[src/rau_div.sv]
// Restoring unsigned divider, one quotient bit per cycle.
// Standalone; used by rational_arithmetic_unit.
module rau_div #(
    parameter int DW = 64
) (
    input  logic          clk,
    input  logic          rst_n,
    input  logic          start,
    input  logic [DW-1:0] dividend,
    input  logic [DW-1:0] divisor,
    output logic          done,
    output logic [DW-1:0] quotient
);

    localparam int CW = $clog2(DW);

    logic [DW:0]   rem_reg, rem_next;
    logic [DW-1:0] quo_reg, quo_next;
    logic [DW-1:0] dvs_reg;
    logic [CW-1:0] cnt_reg;
    logic          busy_reg;
    logic          done_reg;
    logic [DW:0]   trial;
    logic          fits;

    always_comb
    begin
        trial    = {rem_reg[DW-1:0], quo_reg[DW-1]};
        fits     = trial >= {1'b0, dvs_reg};
        rem_next = fits ? (trial - {1'b0, dvs_reg}) : trial;
        quo_next = {quo_reg[DW-2:0], fits};
    end

    always_ff @(posedge clk or negedge rst_n)
    begin
        if (!rst_n)
        begin
            busy_reg <= 1'b0;
            done_reg <= 1'b0;
            cnt_reg  <= '0;
        end
        else
        begin
            done_reg <= 1'b0;
            if (start)
            begin
                busy_reg <= 1'b1;
                cnt_reg  <= CW'(DW - 1);
            end
            else if (busy_reg)
            begin
                if (cnt_reg == '0)
                begin
                    busy_reg <= 1'b0;
                    done_reg <= 1'b1;
                end
                cnt_reg <= cnt_reg - 1'b1;
            end
        end
    end

    always_ff @(posedge clk)
    begin
        if (start)
        begin
            rem_reg <= '0;
            quo_reg <= dividend;
            dvs_reg <= divisor;
        end
        else if (busy_reg)
        begin
            rem_reg <= rem_next;
            quo_reg <= quo_next;
        end
    end

    assign done     = done_reg;
    assign quotient = quo_reg;

endmodule

[config.mk]
export PLATFORM = sky130hd
export DESIGN_NAME = rau_div
export DESIGN_NICKNAME = d
export VERILOG_FILES = /design/src/rau_div.sv
export SDC_FILE = /design/constraint.sdc
export NUM_CORES = 1
export LEC_CHECK = 0
export BUFFER_PORTS_ARGS = -buffer_cell sky130_fd_sc_hd__buf_2
export CORE_MARGIN = 2
export CORE_UTILIZATION = 60
export DETAILED_ROUTE_END_ITERATION = 8
export GPL_TIMING_DRIVEN = 0
export PLACE_DENSITY = 0.84
export SETUP_SLACK_MARGIN = 0.05
export SYNTH_ARGS = -nofsm -noshare
export SYNTH_HDL_FRONTEND = slang
export SYNTH_SLANG_ARGS = --single-unit
[constraint.sdc]
create_clock -name clk -period 5 [get_ports clk]
set_input_delay 1.25 -clock clk [delete_from_list [all_inputs] [get_ports clk]]
set_output_delay 1.25 -clock clk [all_outputs]
set_load 0.005 [all_outputs]
Word-level counts from Yosys, hierarchy flattened
Cells that the tools add are included.

Add/sub/neg operators: 2. $lt $le $gt $ge: 1. Reduce and logical (&&, ||, !) cells: 2. Muxes and demuxes: 11.

Operator list (number): two-way mux 64 bit (3); >= comparator 65 x 64 -> 1 bit (1); subtractor 64 bit (1); two-way mux 6 bit (2); logical NOT 6 bit (1); two-way mux 1 bit (6); subtractor 6 x 1 -> 6 bit, second input constant (1); nonzero test 2 bit (1).

Bits in registers: 200. Bits of input ports: 131.

Depth between registers and ports, before layout
Depth after elaboration: 4. Mapped depth: 15. Depth with buffers taken out: 13.

Least setup slack after synthesis
OpenSTA, ideal clock, no wires.

Path type: in2reg. Start: input start. End: register quo_reg[0] (netlist: quotient[0]), enable pin. Library setup time: 0.418 ns. Stages: 4. Slack: 1.466 ns. Arrival: 3.116 ns. Path through: clkbuf_1 clkbuf_1 nor2_1 inv_1.

Cells in the longest elaborated chain, start to end: 1.

Ends and longest elaborated chain: start: declaration (RTL line 8) `input logic start,`; nonzero test 2 bit (no source line); end signal: assignment (RTL line 67) `quo_reg <= dividend;`; end signal: assignment (RTL line 73) `quo_reg <= quo_next;`; end: declaration (RTL line 18) `logic [DW-1:0] quo_reg, quo_next;`.

No other way between the ends. A chain may end at the register's enable or synchronous reset.

Final worst setup path
Start: register dvs_reg[26]. End: register rem_reg[53].

Cells in the longest elaborated chain, start to end: 2.

Ends and longest elaborated chain: start: declaration (RTL line 19) `logic [DW-1:0] dvs_reg;`; start signal: assignment (RTL line 68) `dvs_reg <= divisor;`; subtractor 64 bit or >= comparator 65 x 64 -> 1 bit (tied branches) (RTL line 30, 29); two-way mux 64 bit * (RTL line 30) `rem_next = fits ? (trial - {1'b0, dvs_reg}) : trial;`; end signal: assignment (RTL line 72) `rem_reg <= rem_next;`; end: declaration (RTL line 17) `logic [DW:0] rem_reg, rem_next;`.

Every way passes the cells marked *; elsewhere a longest branch is shown, timed or not.

==> metrics.yaml <==
run_status:
  outcome: "completed"
placement:
  place_ws_ns: 0.251
  numPortBuffers: 195
  dp_hpwl_mm: 24.7
  gp_congestion: 0.921
cts:
  post_cts_buffers: 0
  cts_max_level: 4
  cts.sinks: 200
  hold_buffers: 0
  cts_tree: "built"
  clk_path_buf_depth: 2
  cts_made_buffers: 17
  clock_latency_ns: 0.46
  clockRootBuffer: "clkbuf_16"
  clkSlewWorstSetupHoldPaths_ns: 0.08
  cts_resized: 0
synthesis:
  synthAdderAreaFrac_pct: 7.04
  synthFlopType: "edfxtp_1"
  synth_mux_area_share_pct: 6.26
  synth_compound_area_share_pct: 17.4
  netlist_area_um2: 12000
  yosys.area_share.simple_pct: 15.5
  postSynthAreaPerCell_um2: 9.39
  ys_warn_count: 0
  yosysSeqAreaShare_pct: 44.3
  netlist_top_cells_area: "edfxtp_1, dfxtp_1, ha_1"
  syn_inst: 1279
  synth_nets: 1477
  async_flop_share_pct: 4.00
  synthXorXnorAreaFrac_pct: 4.01
  yosysTopAreaCellShare_pct: 32.0
  synth-seq-cells: 200
  yosys.cell_types.count: 68
  synth_edf_count: 128
  netlist.top_cell.by_area: "edfxtp_1"
  synth_top_family_by_area: "compound AO/OA/AOI/OAI gates"
sta:
  hold_viol_final: 0
  hold_ws_ns: 0.504
  fmax_mhz: 250
  slew_headroom_pct: 44.1
  period_needed_ns: 4.01
  fin_ws_ns: 0.994
  drv_slew: 0
  tns_ns: 0
  rsz0062_at_grt: "no"
  worst_slew_pin_slew_ns: 0.827
  setup-violations-final: 0
  skew_ns: 0.0198
  period_share_pct: 80.1
die:
  core_area_um2: 19500
  die_h_um: 145
  rows: 51
  die_x_um: 145
  dieArea_um2: 21200
  io_pins: 196
  start_util_pct: 61.5
global_routing:
  grt.total_usage_pct: 30.7
  grt_antenna_before_repair: 0
  gr-total-overflow: 0
  grt_pass1_wl_mm: 52.7
  grt_max_degree: 66
  grt_pass1_vias: 10400
run:
  cap_violations: 0
worst_setup_path:
  slowest_delay_ns: 0.41
  startpoint_type: "register"
  timing.rr.end: "rem_reg[53]"
  crit_chain: "inv_1 -> ha_1 -> clkbuf_1 -> nand2_1 -> nor4_1 -> a22oi_1 -> a31oi_1 -> nor3_1 -> nand3_2 -> nand2_2 -> o31ai_4 -> buf_2 -> buf_2 -> nand2_1 -> a311oi_1"
  worst-path-buf-inv: 4
  cpMaxStageDelayCell: "nor4_1"
  r2r_start: "dvs_reg[26]"
  path_class: "reg -> reg"
  cp.arrival_ns: 4.36
  required_ns: 5.36
  crit_fanout: 10
  rrSetupSlack_ns: 0.99
  r2r_cells: 15
  end_kind: "register"
  crit_family: "compound AO/OA/AOI/OAI gates"
route:
  viasPerCell: 6.06
  first_iter_violations: 1041
  drt-pass1-iter-count: 8
  drc_errors: 0
  route.vias.total: 10700
  wire_per_inst_um: 18.7
  ant_nets: 0
  wl_mm: 33.1
min_path:
  hp-start: "rem_reg[21]"
  hold_end: "rem_reg[22]"
  whs_path_depth: 2
  hp-class: "reg -> reg"
pwr:
  leakage_nw: 6.00
  total_power_mw: 6.00
  vdd_drop_max_v: 0.000258
  cellPowerDensity_nw_per_um2: 429
cells_and_area:
  nNetsFinal: 1692
  final_util_pct: 71.6
  drive_gt1_share_pct: 21.5
  antennaDiodeCount: 0
  area_growth_syn_to_layout_pct: 16.4
[power breakdown]
| part | switching [mW] | total [mW] | internal, mW |
|---|---|---|---|
| sequential | 0.194 | 2.22 | 2.02 |
| combinational | 1.44 | 2.34 | 0.901 |
| clock | 0.753 | 1.45 | 0.695 |
[metrics by stage]
| step | instances | area [um2] |
|---|---|---|
| after global routing | 1772 | 14000 |
| after global placement | 1739 | 13300 |
| final | 1772 | 14000 |
| after detailed placement | 1740 | 13300 |
| after floorplan | 1279 | 12000 |
| after CTS | 1772 | 14000 |
[cell usage in the layout, fill, tap and decap left out, types with 33 or more instances in the layout]
| master | count |
|---|---|
| buf_2 | 208 |
| nand2_1 | 174 |
| edfxtp_1 | 128 |
| nor2_1 | 99 |
| inv_1 | 89 |
| a21oi_1 | 88 |
| ha_1 | 66 |
| mux2_2 | 65 |
| dfxtp_1 | 64 |
| clkbuf_1 | 59 |
| a311oi_1 | 55 |
| o21ai_0 | 47 |
| xnor2_1 | 34 |
| nand3_1 | 33 |
[cells by family (layout without fill, tap and decap cells)]
group           Yosys count  after routing
compound gates          308            308
mux                      67             67
simple gates            415            415
buf+inv                 167            395
flops                   200            200
fa+ha+maj                67             67
xor+xnor                 55             55
[worst register-to-register path, stage by stage (launching register included)]
cell and delay [ns]:
edfxtp_1 0.34, inv_1 0.06, ha_1 0.27, clkbuf_1 0.31
nand2_1 0.19, nor4_1 0.41, a22oi_1 0.16, a31oi_1 0.30
nor3_1 0.12, nand3_2 0.13, nand2_2 0.10, o31ai_4 0.41
buf_2 0.35, buf_2 0.39, nand2_1 0.11, a311oi_1 0.28
[routing by layer]
layer  global-route usage [%]  share of wire, %  vias to the layer above
li1                         -                 -                     5064
met1                     39.7                42                     5088
met2                     51.1                47                      504
met3                     6.05               7.1                       81
met4                     12.4               3.6                        0
met5                        0                 0                        -
[how the worst max path moves through the flow]
| stage | start | to | cells past startpoint |
|---|---|---|---|
| finish | dvs_reg[26] | rem_reg[53] | 15 |
| global route | dvs_reg[25] | rem_reg[53] | 15 |
| CTS | start | quotient[56] | 6 |
| detailed placement | start | quotient[51] | 6 |
| global placement | start | quotient[51] | 5 |
| floorplan | start | quotient[0] | 4 |
[layout make-up]
type	instances	area (um2)
multi-input combinational	912	6030
fill	1480	5550
sequential	200	5330
timing repair buffer	196	998
clock buffer	17	425
inverter	90	338
tap	265	332
buffer	77	317
clock inverter	15	210
[synthesized netlist by cell type (3+ instances only)]
master     count
nand2_1      174
edfxtp_1     128
nor2_1        99
inv_1         90
a21oi_1       88
ha_1          66
mux2_2        65
dfxtp_1       64
clkbuf_1      59
a311oi_1      55
o21ai_0       47
xnor2_1       34
nand3_1       33
a21o_1        27
nand4_1       27
nor3_1        23
xor2_1        21
buf_2         14
o21a_1        13
o21bai_1      13
and3_1        12
nand2b_1      10
o211ai_1      10
dfrtp_1        8
a211oi_1       7
or3_1          7
a22oi_1        6
a31oi_1        6
and2_1         5
nor4_1         5
o31ai_1        5
nor2b_1        4
a221oi_1       3
o2111ai_1      3
o31a_1         3
Note: power is estimated with default switching activity, not from simulation.
